File: config.mk
export PLATFORM = sky130hd
export DESIGN_NAME = rotation_matrix_to_quaternion_top
export DESIGN_NICKNAME = d
export VERILOG_FILES = /design/src/rtl/r2q_pkg.sv /design/src/rtl/r2q_front.sv /design/src/rtl/r2q_queue.sv /design/src/rtl/r2q_root.sv /design/src/rtl/r2q_back.sv /design/src/rtl/rotation_matrix_to_quaternion_top.sv
export SDC_FILE = /design/constraint.sdc
export NUM_CORES = 2
export LEC_CHECK = 0
export ABC_AREA = 1
export CAP_MARGIN = 30
export CORE_AREA = 8 8 446 535
export DETAILED_ROUTE_END_ITERATION = 16
export DIE_AREA = 0 0 454 543
export DONT_BUFFER_PORTS = 1
export GPL_ROUTABILITY_DRIVEN = 0
export SYNTH_ARGS = -nofsm -noshare
export SYNTH_HDL_FRONTEND = slang
export SYNTH_SLANG_ARGS = --single-unit
File: constraint.sdc
create_clock -name clock -period 11.9 [get_ports clock]
set_input_delay 0 -clock clock [delete_from_list [all_inputs] [get_ports clock]]
set_output_delay 0 -clock clock [all_outputs]
set_load 0.05 [all_outputs]
File: src/rtl/r2q_pkg.sv
// ----------------------------------------------------------------------------
// r2q_pkg
// Shared widths, codes and types for the rotation matrix to quaternion block.
// ----------------------------------------------------------------------------
package r2q_pkg;

   localparam int IN_W    = 16;
   localparam int W_W     = 15;
   localparam int XYZ_W   = 16;

   localparam int Q_DEPTH = 4;
   localparam int Q_PTR_W = 2;
   localparam int Q_CNT_W = 3;

   localparam int COMP_W  = 0;
   localparam int COMP_X  = 1;
   localparam int COMP_Y  = 2;
   localparam int COMP_Z  = 3;
   localparam int N_COMP  = 4;

   typedef struct packed {
      logic x_neg;
      logic y_neg;
      logic z_neg;
   } r2q_sign_type;

   typedef struct packed {
      logic almost_full;
      logic has_data;
   } r2q_qstat_type;

endpackage

File: src/rtl/r2q_front.sv
// ----------------------------------------------------------------------------
// r2q_front
// Accepts a matrix, forms the four clamped diagonal sums as root radicands
// and the three off-diagonal sign flags.
// ----------------------------------------------------------------------------
module r2q_front import r2q_pkg::*; #(
   parameter int FRAC_BITS = 14,
   parameter int SUM_W     = 19,
   parameter int RAD_W     = 30
) (
   input  logic                           clock,
   input  logic                           reset,
   input  logic                           start,
   input  logic                           busy,
   input  logic signed [IN_W-1:0]         req_e00,
   input  logic signed [IN_W-1:0]         req_e01,
   input  logic signed [IN_W-1:0]         req_e02,
   input  logic signed [IN_W-1:0]         req_e10,
   input  logic signed [IN_W-1:0]         req_e11,
   input  logic signed [IN_W-1:0]         req_e12,
   input  logic signed [IN_W-1:0]         req_e20,
   input  logic signed [IN_W-1:0]         req_e21,
   input  logic signed [IN_W-1:0]         req_e22,
   output logic                           out_valid,
   output logic [N_COMP-1:0][RAD_W-1:0]   out_rad,
   output r2q_sign_type                   out_sign
);

   localparam logic signed [SUM_W-1:0] ONE = SUM_W'(1) << FRAC_BITS;

   logic                         accept;
   logic signed [SUM_W-1:0]      d00, d11, d22;
   logic signed [SUM_W-1:0]      sum [N_COMP];
   logic signed [IN_W:0]         dif_x, dif_y, dif_z;
   logic                         valid_ff;
   logic [N_COMP-1:0][RAD_W-1:0] rad_ff, rad_in;
   r2q_sign_type                 sign_ff, sign_in;

   assign accept = start && !busy;

   assign d00 = SUM_W'(req_e00);
   assign d11 = SUM_W'(req_e11);
   assign d22 = SUM_W'(req_e22);

   assign sum[COMP_W] = ONE + d00 + d11 + d22;
   assign sum[COMP_X] = ONE + d00 - d11 - d22;
   assign sum[COMP_Y] = ONE - d00 + d11 - d22;
   assign sum[COMP_Z] = ONE - d00 - d11 + d22;

   always_comb begin
      for (int j = 0; j < N_COMP; j++) begin
         if (!sum[j][SUM_W-1] && (|sum[j])) begin
            rad_in[j] = RAD_W'(sum[j][SUM_W-2:0]) << (FRAC_BITS - 2);
         end else begin
            rad_in[j] = '0;
         end
      end
   end

   assign dif_x = (IN_W+1)'(req_e21) - (IN_W+1)'(req_e12);
   assign dif_y = (IN_W+1)'(req_e02) - (IN_W+1)'(req_e20);
   assign dif_z = (IN_W+1)'(req_e10) - (IN_W+1)'(req_e01);

   assign sign_in.x_neg = dif_x[IN_W];
   assign sign_in.y_neg = dif_y[IN_W];
   assign sign_in.z_neg = dif_z[IN_W];

   always_ff @(posedge clock) begin
      if (reset) begin
         valid_ff <= 1'b0;
      end else begin
         valid_ff <= accept;
      end
   end

   always_ff @(posedge clock) begin
      if (accept) begin
         rad_ff  <= rad_in;
         sign_ff <= sign_in;
      end
   end

   assign out_valid = valid_ff;
   assign out_rad   = rad_ff;
   assign out_sign  = sign_ff;

endmodule

File: src/rtl/r2q_queue.sv
// ----------------------------------------------------------------------------
// r2q_queue
// Short FIFO between front and back; drains one beat per cycle when non-empty.
// ----------------------------------------------------------------------------
module r2q_queue import r2q_pkg::*; #(
   parameter int DATA_W = 123
) (
   input  logic              clock,
   input  logic              reset,
   input  logic              push,
   input  logic [DATA_W-1:0] push_data,
   output logic              pop,
   output logic [DATA_W-1:0] pop_data,
   output r2q_qstat_type     stat
);

   logic [DATA_W-1:0]  mem_ff [Q_DEPTH];
   logic [Q_PTR_W-1:0] wr_ptr_ff, wr_ptr_in;
   logic [Q_PTR_W-1:0] rd_ptr_ff, rd_ptr_in;
   logic [Q_CNT_W-1:0] cnt_ff, cnt_in;

   assign pop = (cnt_ff != '0);

   assign wr_ptr_in = push ? wr_ptr_ff + 1'b1 : wr_ptr_ff;
   assign rd_ptr_in = pop  ? rd_ptr_ff + 1'b1 : rd_ptr_ff;

   always_comb begin
      cnt_in = cnt_ff;
      if (push && !pop) begin
         cnt_in = cnt_ff + 1'b1;
      end else if (!push && pop) begin
         cnt_in = cnt_ff - 1'b1;
      end
   end

   always_ff @(posedge clock) begin
      if (reset) begin
         wr_ptr_ff <= '0;
         rd_ptr_ff <= '0;
         cnt_ff    <= '0;
      end else begin
         wr_ptr_ff <= wr_ptr_in;
         rd_ptr_ff <= rd_ptr_in;
         cnt_ff    <= cnt_in;
      end
   end

   always_ff @(posedge clock) begin
      if (push) begin
         mem_ff[wr_ptr_ff] <= push_data;
      end
   end

   assign pop_data         = mem_ff[rd_ptr_ff];
   assign stat.has_data    = pop;
   // one slot held back for the beat in the front register
   assign stat.almost_full = (cnt_ff >= Q_CNT_W'(Q_DEPTH - 1));

   a_no_overflow : assert property (@(posedge clock) disable iff (reset)
      !(push && !pop && (cnt_ff == Q_CNT_W'(Q_DEPTH))))
      else $error("queue overflow");

   a_cnt_bound : assert property (@(posedge clock) disable iff (reset)
      cnt_ff <= Q_CNT_W'(Q_DEPTH))
      else $error("queue count out of range");

   a_ptr_gap : assert property (@(posedge clock) disable iff (reset)
      (cnt_ff == '0) || (cnt_ff == Q_CNT_W'(Q_DEPTH)) || (wr_ptr_ff != rd_ptr_ff))
      else $error("queue pointers disagree with count");

endmodule

File: src/rtl/r2q_root.sv
// ----------------------------------------------------------------------------
// r2q_root
// Pipelined integer square root, one result bit per stage, floor result.
// ----------------------------------------------------------------------------
module r2q_root #(
   parameter int RAD_W = 30
) (
   input  logic                 clock,
   input  logic [RAD_W-1:0]     rad,
   output logic [RAD_W/2-1:0]   root
);

   localparam int NB = RAD_W / 2;
   localparam int RW = NB + 2;

   logic [RW-1:0]    rem_ff  [NB-1];
   logic [NB-1:0]    root_ff [NB];
   logic [RAD_W-1:0] rad_ff  [NB-1];

   for (genvar k = 0; k < NB; k++) begin : g_stage
      logic [RW-1:0]    rem_prev;
      logic [NB-1:0]    root_prev;
      logic [RAD_W-1:0] rad_prev;
      logic [RW-1:0]    cur;
      logic [RW-1:0]    trial;
      logic             ge;
      logic [NB-1:0]    root_in;

      if (k == 0) begin : g_first
         assign rem_prev  = '0;
         assign root_prev = '0;
         assign rad_prev  = rad;
      end else begin : g_next
         assign rem_prev  = rem_ff[k-1];
         assign root_prev = root_ff[k-1];
         assign rad_prev  = rad_ff[k-1];
      end

      assign cur     = {rem_prev[RW-3:0], rad_prev[RAD_W-1 -: 2]};
      assign trial   = {root_prev, 2'b01};
      assign ge      = (cur >= trial);
      assign root_in = {root_prev[NB-2:0], ge};

      always_ff @(posedge clock) begin
         root_ff[k] <= root_in;
      end

      if (k < NB - 1) begin : g_carry
         logic [RW-1:0]    rem_in;
         logic [RAD_W-1:0] rad_in;

         assign rem_in = ge ? cur - trial : cur;
         assign rad_in = rad_prev << 2;

         always_ff @(posedge clock) begin
            rem_ff[k] <= rem_in;
            rad_ff[k] <= rad_in;
         end
      end
   end

   assign root = root_ff[NB-1];

endmodule

File: src/rtl/r2q_back.sv
// ----------------------------------------------------------------------------
// r2q_back
// Four root pipelines, saturation at one, sign application, result register.
// ----------------------------------------------------------------------------
module r2q_back import r2q_pkg::*; #(
   parameter int FRAC_BITS = 14,
   parameter int RAD_W     = 30
) (
   input  logic                          clock,
   input  logic                          reset,
   input  logic                          in_valid,
   input  logic [N_COMP-1:0][RAD_W-1:0]  in_rad,
   input  r2q_sign_type                  in_sign,
   output logic                          rsp_valid,
   output logic [W_W-1:0]                rsp_q_w,
   output logic signed [XYZ_W-1:0]       rsp_q_x,
   output logic signed [XYZ_W-1:0]       rsp_q_y,
   output logic signed [XYZ_W-1:0]       rsp_q_z
);

   localparam int NB = RAD_W / 2;
   localparam int CW = (NB > FRAC_BITS + 1) ? NB : FRAC_BITS + 1;
   localparam logic [CW-1:0] ONE = CW'(1) << FRAC_BITS;

   logic [NB-1:0]            root [N_COMP];
   logic [CW-1:0]            mag  [N_COMP];
   logic [XYZ_W-1:0]         low  [N_COMP];
   logic [NB-1:0]            vld_ff;
   r2q_sign_type             sgn_ff [NB];
   r2q_sign_type             sgn_out;

   logic                     rsp_valid_ff;
   logic [W_W-1:0]           q_w_ff, q_w_in;
   logic [XYZ_W-1:0]         q_x_ff, q_x_in;
   logic [XYZ_W-1:0]         q_y_ff, q_y_in;
   logic [XYZ_W-1:0]         q_z_ff, q_z_in;

   for (genvar j = 0; j < N_COMP; j++) begin : g_comp
      logic [CW+XYZ_W-1:0] ext;

      r2q_root #(
         .RAD_W (RAD_W)
      ) u_root (
         .clock (clock),
         .rad   (in_rad[j]),
         .root  (root[j])
      );

      assign mag[j] = (CW'(root[j]) > ONE) ? ONE : CW'(root[j]);
      assign ext    = {{XYZ_W{1'b0}}, mag[j]};
      assign low[j] = ext[XYZ_W-1:0];
   end

   always_ff @(posedge clock) begin
      if (reset) begin
         vld_ff <= '0;
      end else begin
         vld_ff <= {vld_ff[NB-2:0], in_valid};
      end
   end

   always_ff @(posedge clock) begin
      sgn_ff[0] <= in_sign;
      for (int k = 1; k < NB; k++) begin
         sgn_ff[k] <= sgn_ff[k-1];
      end
   end

   assign sgn_out = sgn_ff[NB-1];

   assign q_w_in = low[COMP_W][W_W-1:0];
   assign q_x_in = sgn_out.x_neg ? -low[COMP_X] : low[COMP_X];
   assign q_y_in = sgn_out.y_neg ? -low[COMP_Y] : low[COMP_Y];
   assign q_z_in = sgn_out.z_neg ? -low[COMP_Z] : low[COMP_Z];

   always_ff @(posedge clock) begin
      if (reset) begin
         rsp_valid_ff <= 1'b0;
      end else begin
         rsp_valid_ff <= vld_ff[NB-1];
      end
   end

   always_ff @(posedge clock) begin
      q_w_ff <= q_w_in;
      q_x_ff <= q_x_in;
      q_y_ff <= q_y_in;
      q_z_ff <= q_z_in;
   end

   assign rsp_valid = rsp_valid_ff;
   assign rsp_q_w   = q_w_ff;
   assign rsp_q_x   = q_x_ff;
   assign rsp_q_y   = q_y_ff;
   assign rsp_q_z   = q_z_ff;

   a_latency : assert property (@(posedge clock) disable iff (reset)
      in_valid |-> ##(NB+1) rsp_valid_ff)
      else $error("result strobe missing after root latency");

   a_no_stray : assert property (@(posedge clock) disable iff (reset)
      rsp_valid_ff |-> $past(in_valid, NB+1))
      else $error("result strobe without a matching beat");

   a_mag_sat : assert property (@(posedge clock) disable iff (reset)
      vld_ff[NB-1] |-> (mag[COMP_W] <= ONE))
      else $error("magnitude above one");

endmodule

File: src/rtl/rotation_matrix_to_quaternion_top.sv
// ----------------------------------------------------------------------------
// rotation_matrix_to_quaternion_top
// Rotation matrix in Q1.FRAC_BITS to unit quaternion, copysign form.
// Path: front register, queue, NB root stages, result register, with NB =
//   ceil((max(FRAC_BITS,17) + FRAC_BITS - 1) / 2), the root stage count; 15 at 14.
// Throughput: one matrix per cycle; the back end drains a beat every cycle,
//   so the queue never holds more than one and busy stays low.
// Reset: synchronous, clears valid state and the queue; no result is lost
//   to stalling since the receiver takes every beat.
// ----------------------------------------------------------------------------
module rotation_matrix_to_quaternion_top import r2q_pkg::*; #(
   parameter int FRAC_BITS = 14
) (
   input  logic                     clock,
   input  logic                     reset,
   input  logic                     start,
   output logic                     busy,
   input  logic signed [IN_W-1:0]   req_e00,
   input  logic signed [IN_W-1:0]   req_e01,
   input  logic signed [IN_W-1:0]   req_e02,
   input  logic signed [IN_W-1:0]   req_e10,
   input  logic signed [IN_W-1:0]   req_e11,
   input  logic signed [IN_W-1:0]   req_e12,
   input  logic signed [IN_W-1:0]   req_e20,
   input  logic signed [IN_W-1:0]   req_e21,
   input  logic signed [IN_W-1:0]   req_e22,
   output logic                     rsp_valid,
   output logic [W_W-1:0]           rsp_q_w,
   output logic signed [XYZ_W-1:0]  rsp_q_x,
   output logic signed [XYZ_W-1:0]  rsp_q_y,
   output logic signed [XYZ_W-1:0]  rsp_q_z
);

   localparam int SUM_W  = ((FRAC_BITS > 17) ? FRAC_BITS : 17) + 2;
   localparam int RAD_W0 = SUM_W - 1 + FRAC_BITS - 2;
   localparam int RAD_W  = RAD_W0 + (RAD_W0 % 2);
   localparam int DATA_W = N_COMP * RAD_W + $bits(r2q_sign_type);

   logic                         front_valid;
   logic [N_COMP-1:0][RAD_W-1:0] front_rad;
   r2q_sign_type                 front_sign;
   logic                         q_pop;
   logic [DATA_W-1:0]            q_data;
   r2q_qstat_type                q_stat;
   logic [N_COMP-1:0][RAD_W-1:0] back_rad;
   r2q_sign_type                 back_sign;

   assign busy = q_stat.almost_full;

   r2q_front #(
      .FRAC_BITS (FRAC_BITS),
      .SUM_W     (SUM_W),
      .RAD_W     (RAD_W)
   ) u_front (
      .clock     (clock),
      .reset     (reset),
      .start     (start),
      .busy      (busy),
      .req_e00   (req_e00),
      .req_e01   (req_e01),
      .req_e02   (req_e02),
      .req_e10   (req_e10),
      .req_e11   (req_e11),
      .req_e12   (req_e12),
      .req_e20   (req_e20),
      .req_e21   (req_e21),
      .req_e22   (req_e22),
      .out_valid (front_valid),
      .out_rad   (front_rad),
      .out_sign  (front_sign)
   );

   r2q_queue #(
      .DATA_W (DATA_W)
   ) u_queue (
      .clock     (clock),
      .reset     (reset),
      .push      (front_valid),
      .push_data ({front_sign, front_rad}),
      .pop       (q_pop),
      .pop_data  (q_data),
      .stat      (q_stat)
   );

   assign back_rad  = q_data[N_COMP*RAD_W-1:0];
   assign back_sign = q_data[DATA_W-1 -: $bits(r2q_sign_type)];

   r2q_back #(
      .FRAC_BITS (FRAC_BITS),
      .RAD_W     (RAD_W)
   ) u_back (
      .clock     (clock),
      .reset     (reset),
      .in_valid  (q_pop),
      .in_rad    (back_rad),
      .in_sign   (back_sign),
      .rsp_valid (rsp_valid),
      .rsp_q_w   (rsp_q_w),
      .rsp_q_x   (rsp_q_x),
      .rsp_q_y   (rsp_q_y),
      .rsp_q_z   (rsp_q_z)
   );

endmodule

==> results.json <==
{
  "period_minus_slack_ns": 5.18,
  "hold_path.class": "input port to flip-flop",
  "vias": 67400,
  "clk_latency_ns": 0.82,
  "first_pass_iters": 8,
  "final_cells": 14100,
  "syn_inst": 10800,
  "final_common_cell": "nand2_1",
  "crit_path_start_kind": "input port",
  "layout.nets": 11800,
  "crit_arrival_ns": 5.74,
  "std_cell_rows": 193,
  "seqPwrFrac": 0.419,
  "met2_usage": 0.271,
  "multi_input_area_mm2": 0.0398,
  "drc": 0,
  "drive_gt1_frac": 0.0456,
  "die_y_um": 543,
  "path_class": "input port to flip-flop",
  "p_sw_w": 0.0103,
  "die_w_um": 454,
  "min_from": "start",
  "grt_pass1_vias": 67900,
  "holdPathEnd": "u_front.out_sign[0]$_DFFE_PP_",
  "clock_skew_ns": 0.0478,
  "synth_top_area_frac": 0.364,
  "routed_wl_um": 182000,
  "ant_nets": 0,
  "core_mm2": 0.230,
  "met3_usage": 0.0282,
  "top_usage_layer": "met2",
  "cp_max_fo": 18,
  "final-seq-area_mm2": 0.0445,
  "cp-end-kind": "flip-flop",
  "r2r-end": "u_back.g_comp[3].u_root.rem_ff[1][29]$_DFF_P_",
  "clockPowerShare": 0.228,
  "cts-buffers-inserted": 199,
  "avgSynthCellArea_um2": 8.49,
  "holdPathStages": 3,
  "synth.largest_area_cell": "dfxtp_1",
  "root_buffer": "clkbuf_16",
  "post_drt_wl_per_cell_um": 12.9,
  "crit_path_frequent_cell": "nand2_1",
  "cts_max_path_buffers": 3,
  "viasPerCell": 4.78,
  "htree_num_levels": 4,
  "layout.cells.most_common_list": "nand2_1, dfxtp_1, inv_1",
  "worstMarginPinSlew_ns": 1.02,
  "crit_slowest_cell": "dlygate4sd3_1",
  "ys_ff_latch": 2037,
  "drt_iter0_markers": 3222,
  "cts_tree": "built",
  "maxCapViolCount": 0,
  "p_int_w": 0.0173,
  "setup_tns_ns": 0,
  "dp_hpwl_um": 139000,
  "use_met1": 0.156,
  "grt_first_pass_wirelength_um": 306000,
  "start_util": 0.397,
  "p_sw_frac": 0.374,
  "gr-usage-all-layers": 0.144,
  "hold_viol": 0,
  "outcome": "completed",
  "gr-total-overflow": 0,
  "yosysSeqAreaShare": 0.488,
  "reg2reg_depth": 10,
  "die_area_mm2": 0.247,
  "powerDensity_mw_per_mm2": 271,
  "synthTopCellsByArea": "dfxtp_1, edfxtp_1, ha_1",
  "dp_cells": 13700,
  "fill_cells": 22000,
  "antenna_found_initial": 13,
  "numClockSinks": 2037,
  "post-cts-setup-buffer-count": 0,
  "worst_ir_drop_vdd_v": 0.000138,
  "syn_area_mm2": 0.0913,
  "relSlewSlack": 0.313,
  "async_flop_share": 0,
  "rsz0062_at_grt": "false",
  "rrSetupSlack_ns": 9.13,
  "area_delta_synth_final_pct": 11.7,
  "ys.flop_type": "dfxtp_1",
  "r2r-start": "u_back.g_comp[3].u_root.root_ff[4][2]$_DFF_P_",
  "max_freq_ghz": 0.193,
  "slew_viol_final": 0,
  "fin_crit_sh": 0.436,
  "synth_edf_count": 375,
  "ys_types": 62,
  "synth-warning-count": 0,
  "top_level_ports": 212,
  "grt_max_degree": 88,
  "pwr-share-comb": 0.353,
  "clk_pin_slew_worst_paths_ns": 0.06,
  "finalSetupViolations": 0,
  "port_buffers": 0,
  "slowest_delay_ns": 0.58,
  "p_leak_nw": 50.0,
  "holdWs_ns": 0.119,
  "required_ns": 12.45
}
-- how the worst max path moves through the flow --
| stage | slack, ns | cells past startpoint | start | to |
|---|---|---|---|---|
| floorplan | 7.06 | 3 | u_queue.cnt_ff[0]$_SDFFE_PP0P_ | u_front.out_rad[102]$_SDFFCE_PN0P_ |
| global placement | 7.30 | 31 | req_e00[0] | u_front.out_rad[83]$_SDFFCE_PN0P_ |
| detailed placement | 7.23 | 31 | req_e00[0] | u_front.out_rad[78]$_SDFFCE_PN0P_ |
| CTS | 6.89 | 25 | req_e00[0] | u_front.out_rad[13]$_SDFFCE_PN0P_ |
| global route | 6.46 | 25 | req_e00[0] | u_front.out_rad[12]$_SDFFCE_PN0P_ |
| finish | 6.72 | 25 | req_e00[0] | u_front.out_rad[13]$_SDFFCE_PN0P_ |
-- routing by layer --
layer,vias up,part of all wire
li1,35100,-
met5,-,0.00023
met4,6,0.037
met3,489,0.047
met2,1366,0.50
met1,30500,0.42
-- synthesized netlist by cell type (all sizes together), types with 35 or more instances --
library cell  count
a21o             37
a21oi           626
a31oi            36
buf              64
clkbuf           76
dfxtp          1662
edfxtp          375
ha              689
inv            1655
nand2          2094
nand3           454
nand3b           43
nand4           112
nor2            960
nor3            150
nor4             35
o211ai           39
o21ai           736
o21bai           36
o22ai            70
or2              81
xnor2           210
xor2            330
-- power by group through the flow --
stage	clock network, W	logic (W)	registers, W
finish	0.00628	0.00976	0.0116
global route	0.00678	0.0113	0.0119
CTS	0.00649	0.00978	0.0116
detailed placement	0	0.00965	0.0117
global placement	0	0.00937	0.0117
floorplan	0	0.00781	0.0112
-- timing repair --
| action | CTS | global route |
|---|---|---|
| hold endpoints to repair | 103 | 0 |
| hold buffers | 58 | 0 |
| gates resized for setup | 0 | 0 |
-- sequential cells by signal, indices dropped and copies added, names as in the netlist, 2 cells and up, named ones only --
register / count
u_back.g_comp.u_root.rad_ff: 288
u_back.g_comp.u_root.rem_ff: 760
u_back.g_comp.u_root.root_ff: 480
u_back.rsp_q_w: 15
u_back.rsp_q_x: 16
u_back.rsp_q_y: 16
u_back.rsp_q_z: 16
u_back.sgn_ff: 45
u_back.vld_ff: 15
u_front.out_rad: 72
u_front.out_sign: 3
u_queue.cnt_ff: 3
u_queue.mem_ff: 300
u_queue.rd_ptr_ff: 2
u_queue.wr_ptr_ff: 2
-- through the flow --
step | setup WS (ns) | utilization | power (W) | instance area (um^2)
CTS | 6.89 | 0.444 | 0.0279 | 102000
global placement | 7.30 | 0.411 | 0.0211 | 94500
finish | 6.72 | 0.444 | 0.0276 | 102000
detailed placement | 7.23 | 0.412 | 0.0214 | 94500
floorplan | 7.06 | - | 0.0190 | 91300
global route | 6.46 | 0.444 | 0.0299 | 102000
-- layout make-up --
class                      instances  share of cell area
inverter                        1660              0.0612
timing repair buffer              73             0.00699
antenna                            9            0.000221
tap                             3022              0.0371
sequential                      2037               0.437
clock inverter                    93              0.0106
clock buffer                     280              0.0563
multi-input combinational       6920               0.391
-- cell families after synthesis --
family,after synthesis,share of synthesized area
flops,2037,0.488
compound gates,1703,0.102
simple gates,3954,0.181
xor+xnor,540,0.0518
mux,2,0.000219
other cells,1,0.0000411
buf+inv,1800,0.0759
fa+ha+maj,717,0.101
-- critical path: cells and delay by family --
kind	cells	cell delay [ns]
XOR/XNOR	1	0.34
buffers and inverters	4	2.25
AND/OR/NAND/NOR	13	1.29
AO/OA/AOI/OAI	4	0.78
adder cells (fa/ha/maj)	3	1.08
Note: power is estimated with default switching activity, not from simulation.
